`config.mk`:
```
export PLATFORM = sky130hd
export DESIGN_NAME = elevator_up_then_down_sweep_unit
export DESIGN_NICKNAME = d
export VERILOG_FILES = /design/src/elev_pkg.sv /design/src/elev_stop_store.sv /design/src/elevator_up_then_down_sweep_unit.sv
export SDC_FILE = /design/constraint.sdc
export NUM_CORES = 1
export LEC_CHECK = 0
export BUFFER_PORTS_ARGS = -buffer_cell sky130_fd_sc_hd__buf_2
export CORE_UTILIZATION = 45
export CTS_CLUSTER_DIAMETER = 100
export DETAILED_ROUTE_END_ITERATION = 10
export GPL_ROUTABILITY_DRIVEN = 0
export PLACE_DENSITY = 0.69
export SLEW_MARGIN = 10
export SYNTH_ARGS = -nofsm -noshare
export SYNTH_HDL_FRONTEND = slang
export SYNTH_SLANG_ARGS = --single-unit
```
`constraint.sdc`:
```
create_clock -name clock -period 2.9 [get_ports clock]
set_input_delay 0.58 -clock clock [delete_from_list [all_inputs] [get_ports clock]]
set_output_delay 0.58 -clock clock [all_outputs]
set_load 0.05 [all_outputs]
```
`src/elev_pkg.sv`:
```
// Shared types and constants for the elevator up-then-down sweep unit.
package elev_pkg;

   localparam int TOP_FLOOR = 10;
   localparam int NUM_FLOORS = TOP_FLOOR + 1;
   localparam int FLOOR_W = 4;
   localparam int CNT_W = 2;
   localparam int TOTAL_W = $clog2(2 * NUM_FLOORS * 3 + 1);

   localparam logic [FLOOR_W-1:0] TOP_FLOOR_V = FLOOR_W'(TOP_FLOOR);
   localparam logic [CNT_W-1:0] COUNT_MAX = 2'd3;

   localparam logic KIND_REQUEST = 1'b0;
   localparam logic KIND_RUN = 1'b1;

   typedef enum logic [1:0] {
      EV_UP = 2'd0,
      EV_DOWN = 2'd1,
      EV_ARRIVE = 2'd2
   } event_type;

   // Command to the pending stop store: one floor, one direction.
   typedef struct packed {
      logic [FLOOR_W-1:0] idx;
      logic down;
      logic inc;
      logic dec;
   } stop_cmd_type;

endpackage

```
`src/elev_stop_store.sv`:
```
// Pending stop counts per floor and direction, with one shared access index.
module elev_stop_store (
   input logic clock,
   input logic reset,
   input elev_pkg::stop_cmd_type cmd,
   output logic [elev_pkg::CNT_W-1:0] cnt
);

   logic [elev_pkg::CNT_W-1:0] up_ff [elev_pkg::NUM_FLOORS];
   logic [elev_pkg::CNT_W-1:0] down_ff [elev_pkg::NUM_FLOORS];
   logic [elev_pkg::CNT_W-1:0] cnt_in;

   assign cnt = cmd.down ? down_ff[cmd.idx] : up_ff[cmd.idx];

   // Increments saturate; decrements are only issued on a nonzero count.
   always_comb begin
      cnt_in = cnt;
      if (cmd.inc && cnt != elev_pkg::COUNT_MAX) begin
         cnt_in = cnt + elev_pkg::CNT_W'(1);
      end else if (cmd.dec) begin
         cnt_in = cnt - elev_pkg::CNT_W'(1);
      end
   end

   always_ff @(posedge clock) begin
      if (reset) begin
         for (int i = 0; i < elev_pkg::NUM_FLOORS; i++) begin
            up_ff[i] <= '0;
            down_ff[i] <= '0;
         end
      end else if (cmd.inc || cmd.dec) begin
         if (cmd.down) begin
            down_ff[cmd.idx] <= cnt_in;
         end else begin
            up_ff[cmd.idx] <= cnt_in;
         end
      end
   end

endmodule

```
`src/elevator_up_then_down_sweep_unit.sv`:
```
// Top level of the elevator scan controller: request intake and run sequencer.
// A floor request beat is accepted and then counted in the COUNT state; a
// dropped request or a run with nothing pending ends with the accept.
// A run beat scans the floors upward and then downward, one floor per cycle
// while the floor under the scan pointer has no pending stop, and turns at
// the top; the single car stepper puts out one result per floor moved and
// one per arrival, and a stalled result holds it. The run ends on its last arrival.
// Synchronous active-high reset puts the car at the ground floor and clears all
// pending counts; no result is pending after reset.
module elevator_up_then_down_sweep_unit (
   input logic clock,
   input logic reset,
   input logic req_valid,
   output logic req_stall,
   input logic req_kind,
   input logic [3:0] req_requested_floor,
   output logic rsp_valid,
   input logic rsp_stall,
   output logic [1:0] rsp_event_res,
   output logic [3:0] rsp_floor_now,
   output logic rsp_sweep_down,
   output logic rsp_last
);

   // IDLE waits for a beat. COUNT bumps the count of the requested floor.
   // SCAN looks at the count of the floor under the scan pointer and moves the
   // pointer on when it is empty. STEP drives the car one floor toward the
   // pointer per result, or emits the arrival once the car is there.
   typedef enum logic [1:0] {
      IDLE,
      COUNT,
      SCAN,
      STEP
   } state_type;

   state_type state_ff;
   logic [elev_pkg::FLOOR_W-1:0] car_ff;
   logic [elev_pkg::FLOOR_W-1:0] idx_ff;
   logic down_ff;
   logic [elev_pkg::TOTAL_W-1:0] total_ff;

   logic rsp_valid_ff;
   elev_pkg::event_type rsp_event_ff;
   logic [elev_pkg::FLOOR_W-1:0] rsp_floor_ff;
   logic rsp_down_ff;
   logic rsp_last_ff;

   elev_pkg::stop_cmd_type cmd;
   logic [elev_pkg::CNT_W-1:0] cnt;
   logic req_take;
   logic slot_free;
   logic load;
   logic arrive;

   assign req_stall = (state_ff != IDLE);
   assign req_take = req_valid && !req_stall;
   // The result register can take a new beat when empty or being drained.
   assign slot_free = !rsp_valid_ff || !rsp_stall;
   // The stepper puts out one result beat in every STEP cycle with room.
   assign load = (state_ff == STEP) && slot_free;
   assign arrive = load && (car_ff == idx_ff);

   // The stop store is addressed by the scan pointer, which also holds the
   // requested floor while a request is being counted.
   always_comb begin
      cmd.idx = idx_ff;
      cmd.down = down_ff;
      cmd.inc = (state_ff == COUNT);
      cmd.dec = arrive;
   end

   elev_stop_store u_stops (
      .clock(clock),
      .reset(reset),
      .cmd(cmd),
      .cnt(cnt)
   );

   always_ff @(posedge clock) begin
      if (reset) begin
         state_ff <= IDLE;
         car_ff <= '0;
         idx_ff <= '0;
         down_ff <= 1'b0;
         total_ff <= '0;
         rsp_valid_ff <= 1'b0;
      end else begin
         if (load) begin
            rsp_valid_ff <= 1'b1;
         end else if (!rsp_stall) begin
            rsp_valid_ff <= 1'b0;
         end
         unique case (state_ff)
            IDLE: begin
               if (req_take) begin
                  if (req_kind == elev_pkg::KIND_REQUEST) begin
                     // Requests at the car floor or above the top are dropped.
                     if (req_requested_floor <= elev_pkg::TOP_FLOOR_V &&
                         req_requested_floor != car_ff) begin
                        idx_ff <= req_requested_floor;
                        down_ff <= (req_requested_floor < car_ff);
                        state_ff <= COUNT;
                     end
                  end else if (total_ff != '0) begin
                     // A run with nothing pending leaves everything as is.
                     idx_ff <= '0;
                     down_ff <= 1'b0;
                     state_ff <= SCAN;
                  end
               end
            end
            COUNT: begin
               if (cnt != elev_pkg::COUNT_MAX) begin
                  total_ff <= total_ff + elev_pkg::TOTAL_W'(1);
               end
               state_ff <= IDLE;
            end
            SCAN: begin
               if (cnt != '0) begin
                  state_ff <= STEP;
               end else if (!down_ff) begin
                  // The up sweep ends at the top floor and the down sweep
                  // starts there.
                  if (idx_ff == elev_pkg::TOP_FLOOR_V) begin
                     down_ff <= 1'b1;
                  end else begin
                     idx_ff <= idx_ff + elev_pkg::FLOOR_W'(1);
                  end
               end else if (idx_ff == '0) begin
                  state_ff <= IDLE;
               end else begin
                  idx_ff <= idx_ff - elev_pkg::FLOOR_W'(1);
               end
            end
            STEP: begin
               if (slot_free) begin
                  rsp_down_ff <= down_ff;
                  if (car_ff < idx_ff) begin
                     car_ff <= car_ff + elev_pkg::FLOOR_W'(1);
                     rsp_floor_ff <= car_ff + elev_pkg::FLOOR_W'(1);
                     rsp_event_ff <= elev_pkg::EV_UP;
                     rsp_last_ff <= 1'b0;
                  end else if (car_ff > idx_ff) begin
                     car_ff <= car_ff - elev_pkg::FLOOR_W'(1);
                     rsp_floor_ff <= car_ff - elev_pkg::FLOOR_W'(1);
                     rsp_event_ff <= elev_pkg::EV_DOWN;
                     rsp_last_ff <= 1'b0;
                  end else begin
                     // Arrival: the store decrements this floor's count. The
                     // running total tells whether this is the run's final beat.
                     rsp_floor_ff <= car_ff;
                     rsp_event_ff <= elev_pkg::EV_ARRIVE;
                     rsp_last_ff <= (total_ff == elev_pkg::TOTAL_W'(1));
                     total_ff <= total_ff - elev_pkg::TOTAL_W'(1);
                     state_ff <= (total_ff == elev_pkg::TOTAL_W'(1)) ? IDLE : SCAN;
                  end
               end
            end
            default: state_ff <= IDLE;
         endcase
      end
   end

   assign rsp_valid = rsp_valid_ff;
   assign rsp_event_res = rsp_event_ff;
   assign rsp_floor_now = rsp_floor_ff;
   assign rsp_sweep_down = rsp_down_ff;
   assign rsp_last = rsp_last_ff;

endmodule

```
# Word level (Yosys, flattened, before mapping)
# Memories as Yosys holds them, arrays and structs flattened. A register that Yosys moved wholly into a read port is not among the register bits.
# Cells that the tools add are included.
# word_totals
reg_bits	27
wordCells	134
out_inout_bits	10
ramBits	44
n_memories	2
inputBits	9
# mem_list
name	depth	word_bits	rd	rd_clocked_by_memory_dff	wr	line	source
u_stops.down_ff	11	2	1	1	11	elev_stop_store.sv:10	logic [elev_pkg::CNT_W-1:0] down_ff [elev_pkg::NUM_FLOORS];
u_stops.up_ff	11	2	1	1	11	elev_stop_store.sv:9	logic [elev_pkg::CNT_W-1:0] up_ff [elev_pkg::NUM_FLOORS];
# op_classes
n_lt_le_gt_ge	4
reduce_logical	26
bitwise_logic	1
muxes	62
n_eq_ne	21
add_sub_neg	8
# ops
cell	n
2-to-1 mux 4 bit	16
2-to-1 mux 2 bit	17
2-to-1 mux 7 bit	4
2-to-1 mux 1 bit	21
inequality test 3 bit, second input constant	6
inequality test 2 bit, second input constant	7
one-hot mux 7 bit (2 select lines)	1
AND reduction 5 bit	2
adder 4 x 1 -> 4 bit, second input constant	2
< comparator 4 bit	2
one-hot mux 2 bit (4 select lines)	1
one-hot mux 4 bit (2 select lines)	1
AND reduction 8 bit	1
nonzero test 2 bit	4
subtractor 4 x 1 -> 4 bit, second input constant	2
adder 7 x 1 -> 7 bit, second input constant	1
equality test 7 x 1 -> 1 bit, second input constant	1
AND reduction 7 bit	1
nonzero test 7 bit	1
subtractor 7 x 1 -> 7 bit, second input constant	1
OR reduction 2 bit	3
logical AND 1 bit	5
equality test 2 bit, second input constant	2
equality test 4 bit	1
other kinds (16)	19

# Depth between registers and ports, before layout
# Gate-level depths: netlist of run 1.
# logic_depth
depth_word	10
depth_mapped	13
depth_no_buf	11

# By module
# From an unflattened synthesis of run 1, not the netlist that was laid out.
# hier_totals
cells_unflattened	506
hier_area_um2	5233.8
# modules_own_cells
mod	instances	area_each_um2	seq_area_each_um2	cells_each
elev_stop_store	1	3316.9	1881.8	284
elevator_up_then_down_sweep_unit	1	1916.8	620.6	222

# Worst setup path before layout of run 1
# OpenSTA, ideal clock, no wires.
# synth_path
path_kind	reg2reg
startpoint	register with a tool-made name
endpoint	memory u_stops.down_ff[11][1] (netlist name), data pin
setup_ns	0.295
path_slack_ns	-0.182
arrival_ns	2.788
path_stages_with_launch	14
required_time_ns	2.605
n_path_buf	3
synth_period_minus_slack_ns	3.082
path_cell_list	dfxtp_1 > buf_4 > buf_6 > mux2i_1 > a22oi_1 > a211oi_1 > nor4_4 > ha_1 > or3_1 > clkbuf_1 > mux2i_1 > nor2_1 > o21ai_1 > inv_1
# synth_rtl
item	line
to (decl)	elev_stop_store.sv:10

==> flow_metrics.py, run 1 <==
metrics = {
    "outcome": {
        "status": "completed",
    },
    "critical_path": {
        "cp.arrival_ns": 2.98,
        "crit_slowest_cell": "dfxtp_4",
        "criticalPathCategory": "register to register",
        "crit_path_start_kind": "register",
        "endpoint_kind": "register",
        "cp_slowest_stage_delay_ns": 0.43,
        "cpMostUsedCell": "nor2_1",
        "r2r_cells": 12,
        "r2r_end": "u_stops.up_ff[2][1]",
        "cp_data_required_time_ns": 3.00,
        "worstPathCellList": "clkbuf_16 > mux2i_1 > a22oi_1 > a211oi_2 > nor4_4 > ha_1 > or3_4 > mux2i_2 > nor2_1 > o21ai_4 > buf_6 > nor2_1",
        "cp_max_fo": 7,
        "endpoint": "u_stops.up_ff[2][1]",
        "rrSetupSlack_ns": 0.02,
    },
    "layout": {
        "syn2layout_area_growth_pct": 18.5,
        "fin_cells": 676,
        "drive_gt1_share_pct": 20.3,
        "fin_nets": 559,
        "antenna_cells": 0,
        "final_util_pct": 55.2,
    },
    "routing": {
        "drtAntennaViolNets": 0,
        "wire_per_inst_um": 18.1,
        "dr_total_vias": 3992,
        "route.detailed.drc": 0,
        "first_iter_violations": 269,
        "routed_wl_um": 12300,
        "viasPerCell": 5.91,
        "drt_pass1_iterations": 5,
    },
    "synth": {
        "synth.top_cells.by_count": "68 x edfxtp_1, 58 x nor2_1, 34 x mux2i_1",
        "synth_nets": 525,
        "netlist.area_leader.share_pct": 40.1,
        "synthesis.area_um2": 5090,
        "seq_area_frac_synth_pct": 50.7,
        "synth_edf_count": 68,
        "yosys.cell_types.count": 54,
        "syn_avg_cell_area_um2": 10.2,
        "synthArstFlopShare_pct": 0,
        "netlist_instances": 497,
        "yosys_register_bits": 95,
        "synth_top_cell_by_area": "edfxtp_1",
        "synth.top_cells.by_area": "edfxtp_1 40%, dfxtp_1 11%, mux2i_1 6.7%, ha_1 4.4%, nor2_1 4.3%",
        "synth_flop_cell": "edfxtp_1",
        "ys_warn_count": 0,
        "yosysMostFrequentCell": "edfxtp_1",
    },
    "grt": {
        "grt_remaining_overflow": 0,
        "grt_use_total_pct": 22.1,
        "grtUsageMet2_pct": 38.2,
        "grt_start_max_net_pins": 27,
        "grt.met1_usage_pct": 27.4,
        "gr-usage-met3_pct": 3.74,
        "grt-busiest-layer": "met2",
        "antenna_found_initial": 0,
        "grt_pass1_vias": 3889,
        "grt_pass1_wl_um": 19300,
    },
    "clocking": {
        "cts_max_path_buffers": 2,
        "clkLatencyLatePin_ns": 0.35,
        "clock-root-buffer": "clkbuf_16",
        "clk_pin_slew_ns": 0.06,
        "cts.sinks": 95,
        "cts_buffers": 9,
        "cts_tree": "yes",
        "htree_levels": 3,
        "ctsHoldBuffers": 0,
    },
    "power": {
        "leakagePower_nw": 2.14,
        "switching_power_w": 0.00185,
        "p_comb_share_pct": 40.5,
        "p_seq_share_pct": 33.7,
        "intPower_w": 0.00315,
        "power_density_nw_per_um2": 827,
        "peakVddDrop_mv": 0.454,
        "p_sw_share_pct": 37.0,
        "power_frac_clock_pct": 25.8,
    },
    "sta": {
        "finalCritPeriodShare_pct": 99.3,
        "setup_viol": 0,
        "worstMarginPinSlew_ns": 0.728,
        "skew_ns": 0.00652,
        "max_freq_mhz": 347,
        "fin_crit_ns": 2.88,
        "hold_viol": 0,
        "finalMaxSlewViolations": 0,
        "relSlewSlack_pct": 51.1,
        "rsz0062_at_grt": "true",
    },
    "placed_design": {
        "port_buffers": 18,
        "dp_hpwl_um": 8530,
        "placedCellCount": 654,
    },
    "die": {
        "die_y_um": 108,
        "die_area_um2": 11700,
        "initial_utilization_pct": 46.6,
        "pin_count": 19,
        "dieWidth_um": 108,
        "rows": 38,
        "coreArea_um2": 10900,
    },
    "worst_hold_path": {
        "hold_path.class": "register to register",
    },
    "run": {
        "drv_cap": 0,
    },
}
## sequential cells by signal, indices dropped and copies added, names as in the netlist, named ones only
signal	count
rsp_sweep_down	1
u_stops.up_ff	32
u_stops.down_ff	32
rsp_valid	1
rsp_last	1
total_ff	7
idx_ff	4
rsp_event_res	2
state_ff	2
rsp_floor_now	4
car_ff	4
down_ff	1
## worst max-delay path, delay by kind of cell, from the launching register on
kind                     cells  cell delay [ns]
adder cells (fa/ha/maj)      1             0.22
AO/OA/AOI/OAI                3             0.60
multiplexers                 2             0.43
buffers and inverters        2             0.33
flip-flops                   1             0.43
AND/OR/NAND/NOR              4             0.61
## power by group through the flow
| stage | clock [W] | combinational, W | sequential [W] |
|---|---|---|---|
| after floorplan | 0 | 0.00125 | 0.00166 |
| after global placement | 0 | 0.00172 | 0.00168 |
| after detailed placement | 0 | 0.00175 | 0.00169 |
| after CTS | 0.00130 | 0.00182 | 0.00166 |
| after global routing | 0.00134 | 0.00219 | 0.00170 |
| final | 0.00129 | 0.00202 | 0.00168 |
## worst min path at each step
stage | from | to | depth (start not counted) | slack, ns
3_3_place_gp | u_stops.up_ff[10][1] | u_stops.up_ff[10][1] | 2 | 0.48
2_1_floorplan | u_stops.down_ff[10][1] | u_stops.down_ff[10][1] | 2 | 0.44
3_5_place_dp | u_stops.up_ff[10][1] | u_stops.up_ff[10][1] | 2 | 0.50
5_1_grt | u_stops.down_ff[10][1] | u_stops.down_ff[10][1] | 2 | 0.53
4_1_cts | u_stops.up_ff[10][1] | u_stops.up_ff[10][1] | 2 | 0.51
6_report | idx_ff[3] | idx_ff[3] | 2 | 0.51
## cells in the final DEF, fill, tap and decap left out, types with 4 or more instances in the layout
cell type / instances
nor2_1: 56
nor2b_1: 8
dfxtp_1: 26
a21oi_1: 17
mux2i_2: 4
mux2i_1: 28
buf_4: 26
nand4_1: 7
mux2_2: 6
o21ai_0: 29
xnor2_1: 6
a211oi_2: 5
nor3_1: 28
ha_1: 18
edfxtp_1: 68
inv_1: 23
a21o_1: 5
a211oi_1: 4
o21a_1: 5
nand3_1: 16
buf_2: 18
a22oi_1: 15
clkbuf_16: 11
nand2_1: 26
## layout make-up
class                      instances  area (um2)
fill                             950        4900
multi-input combinational        350        2450
tap                              140         175
clock buffer                      10         229
timing repair buffer              51         409
inverter                          24        90.1
sequential                        95        2590
clock inverter                     6        92.6
## per-layer routing
layer | routed length [um] | part of all wire [%]
met1 | 5030 | 41
met2 | 6250 | 51
met3 | 745 | 6.1
met4 | 218 | 1.8
met5 | 0 | 0
## stage by stage
step / hold WS, ns / TNS (ns) / total power (W) / worst slack [ns] / area (um2)
2_1_floorplan: 0.440 / 0 / 0.00291 / 0.0466 / 5110
3_3_place_gp: 0.483 / -10.19 / 0.00340 / -0.234 / 5470
3_5_place_dp: 0.498 / -9.57 / 0.00344 / -0.225 / 5470
4_1_cts: 0.508 / -0.141 / 0.00478 / -0.0419 / 5840
5_1_grt: 0.534 / -1.15 / 0.00523 / -0.0640 / 6040
6_report: 0.513 / 0 / 0.00499 / 0.0200 / 6040
## repair_timing
action | 4_1_cts | 5_1_grt
setup endpoints to repair | 67 | 71
gates resized for setup | 11 | 25
pin swaps | 0 | 9
cloned | 0 | 3
buffers inserted | 0 | 3
endpoints found under the hold margin | 0 | 0
## cells by family (layout without fill, tap and decap cells)
| group | count (synthesis) | after routing | share of synthesized area, % |
|---|---|---|---|
| compound gates | 113 | 113 | 14.4 |
| xor+xnor | 8 | 8 | 1.38 |
| fa+ha+maj | 19 | 19 | 4.81 |
| buf+inv | 52 | 91 | 4.32 |
| flops | 95 | 95 | 50.7 |
| mux | 40 | 40 | 8.01 |
| simple gates | 170 | 170 | 16.4 |
No activity file was read; power rests on OpenSTA's default activity.
==> run 2, diff against run 1 <==
--- a/config.mk
+++ b/config.mk
@@ -6,6 +6,7 @@
 export NUM_CORES = 1
 export LEC_CHECK = 0
 export BUFFER_PORTS_ARGS = -buffer_cell sky130_fd_sc_hd__buf_2
+export CORE_MARGIN = 8
 export CORE_UTILIZATION = 45
 export CTS_CLUSTER_DIAMETER = 100
 export DETAILED_ROUTE_END_ITERATION = 10
==> flow_metrics.py, run 2 (synthesis results as in run 1) <==
metrics = {
    "die": {
        "dieWidth_um": 122,
        "rows": 39,
        "coreArea_um2": 11200,
        "pin_count": 19,
        "die_y_um": 122,
        "initial_utilization_pct": 45.4,
        "die_area_um2": 15000,
    },
    "grt": {
        "grt_pass1_wl_um": 20200,
        "grt_remaining_overflow": 0,
        "grt-busiest-layer": "met2",
        "grt_use_total_pct": 17.2,
        "gr-usage-met3_pct": 3.27,
        "grt_pass1_vias": 4067,
        "grt.met1_usage_pct": 20.3,
        "antenna_found_initial": 0,
        "grtUsageMet2_pct": 29.0,
        "grt_start_max_net_pins": 24,
    },
    "critical_path": {
        "endpoint_kind": "register",
        "rrSetupSlack_ns": 0.01,
        "cp_data_required_time_ns": 3.00,
        "worstPathCellList": "buf_12 > mux2i_4 > a22oi_2 > a211oi_2 > nor4_4 > buf_4 > ha_4 > or3_4 > mux2i_4 > nor2_2 > o21ai_4 > buf_12 > nor2_1",
        "crit_path_start_kind": "register",
        "crit_slowest_cell": "dfxtp_4",
        "critPathTopFamily": "simple AND/OR/NAND/NOR gates",
        "critPathBufInv": 3,
        "criticalPathCategory": "register to register",
        "cp.arrival_ns": 2.99,
        "cp_slowest_stage_delay_ns": 0.43,
        "cp_max_fo": 8,
    },
    "layout": {
        "final_common_cell": "edfxtp_1",
        "mostFrequentLayoutCells": "68 x edfxtp_1, 48 x nor2_1, 30 x mux2i_1",
        "antenna_cells": 0,
        "fin_nets": 561,
        "fillers": 988,
        "final_util_pct": 54.5,
        "syn2layout_area_growth_pct": 20.1,
        "largestRegisters": "u_stops.down_ff (32), u_stops.up_ff (32), total_ff (7)",
        "drive_gt1_share_pct": 23.0,
    },
    "clocking": {
        "cts_buffers": 9,
        "ctsHoldBuffers": 0,
        "htree_levels": 3,
        "cts_max_path_buffers": 2,
        "clock-root-buffer": "clkbuf_16",
        "cts_tree": "yes",
        "cts.sinks": 95,
        "clk_pin_slew_ns": 0.07,
        "clkLatencyLatePin_ns": 0.35,
    },
    "sta": {
        "finalCritPeriodShare_pct": 99.5,
        "rsz0062_at_grt": "true",
        "relSlewSlack_pct": 41.7,
        "max_freq_mhz": 346,
        "setup_viol": 0,
        "fin_crit_ns": 2.89,
        "worstMarginPinSlew_ns": 0.868,
        "hold_viol": 0,
        "skew_ns": 0.0111,
        "finalMaxSlewViolations": 0,
    },
    "worst_hold_path": {
        "min-delay-start": "u_stops.down_ff[10][1]",
        "hold_path.class": "register to register",
    },
    "outcome": {
        "status": "completed",
    },
    "routing": {
        "dr_total_vias": 4088,
        "first_iter_violations": 343,
        "route.detailed.drc": 0,
        "drtAntennaViolNets": 0,
        "routed_wl_um": 12800,
        "viasPerCell": 6.00,
        "drt_pass1_iterations": 5,
        "wire_per_inst_um": 18.7,
    },
    "power": {
        "power_density_nw_per_um2": 834,
        "power_frac_clock_pct": 24.3,
        "peakVddDrop_mv": 0.548,
        "leakagePower_nw": 2.16,
        "p_seq_share_pct": 33.0,
        "p_sw_share_pct": 38.0,
        "finalPower_w": 0.00510,
        "switching_power_w": 0.00194,
        "intPower_w": 0.00316,
        "p_comb_share_pct": 42.7,
    },
    "run": {
        "drv_cap": 0,
    },
    "placed_design": {
        "dp_hpwl_um": 8960,
        "port_buffers": 18,
    },
}
==> run 2: cell types whose count changed in the layout (fill, tap and decap cells not counted), moves of 3 or more <==
cell     change
a21oi_2      +3
nor2_2       +7
buf_12       +3
nor2_1       -8
a21oi_1      -3
==> run 2: per-stage QoR <==
stage / cells / hold slack, ns / worst slack (ns) / area, um2 / setup TNS, ns
6_report: 681 / 0.501 / 0.0133 / 6120 / 0
5_1_grt: 681 / 0.549 / -0.102 / 6120 / -2.88
4_1_cts: 677 / 0.501 / 0.00581 / 5890 / 0
3_5_place_dp: 661 / 0.491 / -0.0822 / 5540 / -2.91
3_3_place_gp: 661 / 0.474 / -0.0337 / 5540 / -0.129
2_1_floorplan: 497 / 0.440 / 0.0466 / 5110 / 0
==> run 2: tightest hold or removal path: stages (launching register included) <==
cell,delay (ns)
dfxtp_1,0.33
nand3_1,0.06
o41ai_1,0.07
==> run 2: final timing paths <==
path	to	cells past startpoint
worst max register to register	u_stops.down_ff[1][1]	13
worst min-delay path	u_stops.down_ff[10][1]	2
worst max-delay path	u_stops.down_ff[1][1]	13
worst min register to register	u_stops.down_ff[10][1]	2
==> run 2: cell type report <==
cell class / count / area (um2) / share of cell area (%)
sequential: 95 / 2590 / 42.3
multi-input combinational: 350 / 2510 / 41.1
timing repair buffer: 53 / 437 / 7.14
clock buffer: 9 / 225 / 3.68
tap: 143 / 179 / 2.92
inverter: 24 / 90.1 / 1.47
clock inverter: 7 / 86.3 / 1.41
==> run 2: metal layers <==
layer,wire [um],up-vias
met5,0,-
met1,5330,1971
met3,695,37
li1,-,1918
met2,6340,162
met4,398,0
==> run 2: what timing repair did <==
item | 4_1_cts | 5_1_grt
pin swaps | 1 | 11
resized for setup | 10 | 41
gates cloned | 0 | 1
setup buffers | 0 | 3
endpoints found under the setup margin | 66 | 74
==> run 2: power groups by stage <==
| stage | registers [W] | logic [W] | clock network (W) |
|---|---|---|---|
| 2_1_floorplan | 0.00166 | 0.00125 | 0 |
| 3_3_place_gp | 0.00169 | 0.00178 | 0 |
| 3_5_place_dp | 0.00169 | 0.00183 | 0 |
| 4_1_cts | 0.00167 | 0.00187 | 0.00125 |
| 5_1_grt | 0.00170 | 0.00234 | 0.00130 |
| 6_report | 0.00169 | 0.00218 | 0.00124 |
==> run 3, diff against run 2 <==
--- a/config.mk
+++ b/config.mk
@@ -5,6 +5,7 @@
 export SDC_FILE = /design/constraint.sdc
 export NUM_CORES = 1
 export LEC_CHECK = 0
+export ABC_AREA = 1
 export BUFFER_PORTS_ARGS = -buffer_cell sky130_fd_sc_hd__buf_2
 export CORE_MARGIN = 8
 export CORE_UTILIZATION = 45
==> flow_metrics.py, run 3 <==
metrics = {
    "layout": {
        "drive_gt1_share_pct": 12.8,
        "antenna_cells": 0,
        "mostFrequentLayoutCells": "166 x nand2_1, 80 x nor2_1, 68 x edfxtp_1",
        "final_common_cell": "nand2_1",
        "design_area_um2": 5710,
        "syn2layout_area_growth_pct": 11.2,
        "fin_cells": 784,
        "fin_nets": 664,
        "largestRegisters": "u_stops.down_ff (32), u_stops.up_ff (32), total_ff (7)",
    },
    "critical_path": {
        "criticalPathCategory": "register to register",
        "cp_data_required_time_ns": 2.96,
        "rrSetupSlack_ns": 0.22,
        "crit_path_start_kind": "register",
        "r2r_end": "u_stops.down_ff[2][1]",
        "endpoint": "u_stops.down_ff[2][1]",
        "rr_startpoint": "idx_ff[1]",
        "endpoint_kind": "register",
        "cp_max_fo": 7,
        "r2r_cells": 12,
        "startpoint": "idx_ff[1]",
        "cp.arrival_ns": 2.74,
    },
    "placed_design": {
        "place_ws_ns": 0.217,
        "place_area_um2": 5420,
        "port_buffers": 18,
        "dp_hpwl_um": 8570,
        "placedCellCount": 768,
    },
    "die": {
        "initial_utilization_pct": 45.5,
        "pin_count": 19,
        "die_y_um": 123,
        "die_area_um2": 15100,
        "coreArea_um2": 11300,
        "rows": 39,
        "dieWidth_um": 123,
    },
    "routing": {
        "wire_per_inst_um": 15.0,
        "dr_total_vias": 4197,
        "drtAntennaViolNets": 0,
        "route.detailed.drc": 0,
        "first_iter_violations": 308,
        "viasPerCell": 5.35,
        "routed_wl_um": 11700,
        "drt_pass1_iterations": 5,
    },
    "run": {
        "drv_cap": 0,
    },
    "synth": {
        "synth_flop_cell": "edfxtp_1",
        "synthArstFlopShare_pct": 0,
        "synth.top_cells.by_area": "edfxtp_1 40%, nand2_1 12%, dfxtp_1 11%, nand3_1 6.4%, nor2_1 5.9%",
        "netlist.area_leader.share_pct": 39.8,
        "synth_edf_count": 68,
        "synth_top_cell_by_area": "edfxtp_1",
        "synthesis.area_um2": 5130,
        "yosys.cell_types.count": 39,
        "netlist_instances": 612,
        "yosysMostFrequentCell": "nand2_1",
        "yosys_register_bits": 95,
        "synth_nets": 640,
        "ys_warn_count": 0,
        "synth.top_cells.by_count": "167 x nand2_1, 81 x nor2_1, 68 x edfxtp_1",
        "syn_avg_cell_area_um2": 8.38,
        "seq_area_frac_synth_pct": 50.4,
    },
    "power": {
        "power_density_nw_per_um2": 607,
        "leakagePower_nw": 2.48,
        "peakVddDrop_mv": 0.263,
    },
    "sta": {
        "finalMaxSlewViolations": 0,
        "max_freq_mhz": 374,
        "worstMarginPinSlew_ns": 0.724,
        "relSlewSlack_pct": 51.5,
        "rsz0062_at_grt": "false",
        "skew_ns": 0.00652,
        "fin_crit_ns": 2.68,
        "setup-tns-final_ns": 0,
        "finalCritPeriodShare_pct": 92.3,
        "hold_viol": 0,
        "setup_viol": 0,
        "worst_slack_ns": 0.223,
    },
    "clocking": {
        "cts_buffers": 9,
        "cts_tree": "yes",
        "clk_pin_slew_ns": 0.07,
        "cts.repair.resized": 0,
        "ctsHoldBuffers": 0,
        "cts_max_path_buffers": 2,
        "htree_levels": 3,
        "clock-root-buffer": "clkbuf_16",
        "cts.sinks": 95,
        "clkLatencyLatePin_ns": 0.35,
        "post-cts-setup-buffers": 0,
    },
    "grt": {
        "grt_pass1_vias": 4122,
        "grt_start_max_net_pins": 33,
        "grt_pass1_wl_um": 19700,
        "grt_use_total_pct": 16.6,
        "antenna_found_initial": 0,
        "grt_remaining_overflow": 0,
    },
    "worst_hold_path": {
        "hold_path.class": "register to register",
    },
    "outcome": {
        "status": "completed",
    },
}
==> run 3: cell count changes in the layout (fill, tap and decap cells not counted), sizes merged, moves of 25 or more <==
cell,delta
inv,+38
nor3,-25
nor2,+33
nand2,+148
mux2i,-34
nand3,+51
==> run 3: routing by layer <==
layer  part of all wire, %  vias to the layer above  global-route usage, %
met2                    49                      146                   27.7
met3                   6.0                       16                   3.59
met5                     0                        -                      0
met1                    44                     1968                   20.5
met4                   1.4                        0                   6.40
li1                      -                     2067                      -
==> run 3: worst max-delay path, cell delays in order, from the launching register on <==
cell and delay, ns:
dfxtp_1 0.45, inv_2 0.17, ha_1 0.33, nand2_1 0.05
nor2_1 0.22, nand2_2 0.15, nand2_4 0.11, nand2_4 0.07
nor2_8 0.15, nand2_2 0.10, nor2_1 0.31, nand2_1 0.16
nand2_1 0.12
==> run 3: logic make-up after synthesis <==
kind of cell               after synthesis  synth area share, %
buffers and inverters                   88                 6.98
AOI/OAI and AO/OA                       60                 6.78
DFF                                     95                 50.4
adders and majority gates               19                 4.78
and+or+nand+nor                        343                 29.9
xor gates and xnor gates                 7                 1.20
==> run 3: layout make-up <==
class / count / area, um2
tap: 143 / 179
multi-input combinational: 429 / 2190
clock inverter: 7 / 57.6
inverter: 66 / 250
timing repair buffer: 35 / 218
sequential: 95 / 2580
fill: 1038 / 5570
clock buffer: 9 / 225
==> run 3: metrics by stage <==
stage / power (W) / hold WS (ns) / utilization (%)
CTS: 0.00346 / 0.507 / 50.5
floorplan: 0.00212 / 0.455 / -
global placement: 0.00233 / 0.482 / 48.0
finish: 0.00346 / 0.505 / 50.6
global route: 0.00364 / 0.538 / 50.6
detailed placement: 0.00235 / 0.490 / 48.0
==> run 3: worst min-delay path by stage <==
stage	cells after the start	start	to	slack, ns
after global placement	1	total_ff[3]	total_ff[3]	0.48
final	1	total_ff[3]	total_ff[3]	0.50
after detailed placement	1	total_ff[3]	total_ff[3]	0.49
after global routing	1	total_ff[3]	total_ff[3]	0.54
after floorplan	1	total_ff[3]	total_ff[3]	0.46
after CTS	1	total_ff[3]	total_ff[3]	0.51
==> run 3: report_power, final <==
part | switching [W] | total (W) | leakage [nW] | internal [W]
Sequential | 0.0000334 | 0.00155 | 0.890 | 0.00152
Clock | 0.000537 | 0.00113 | 0.134 | 0.000592
Combinational | 0.000532 | 0.000785 | 1.46 | 0.000253
Total | 0.00110 | 0.00346 | 2.48 | 0.00236
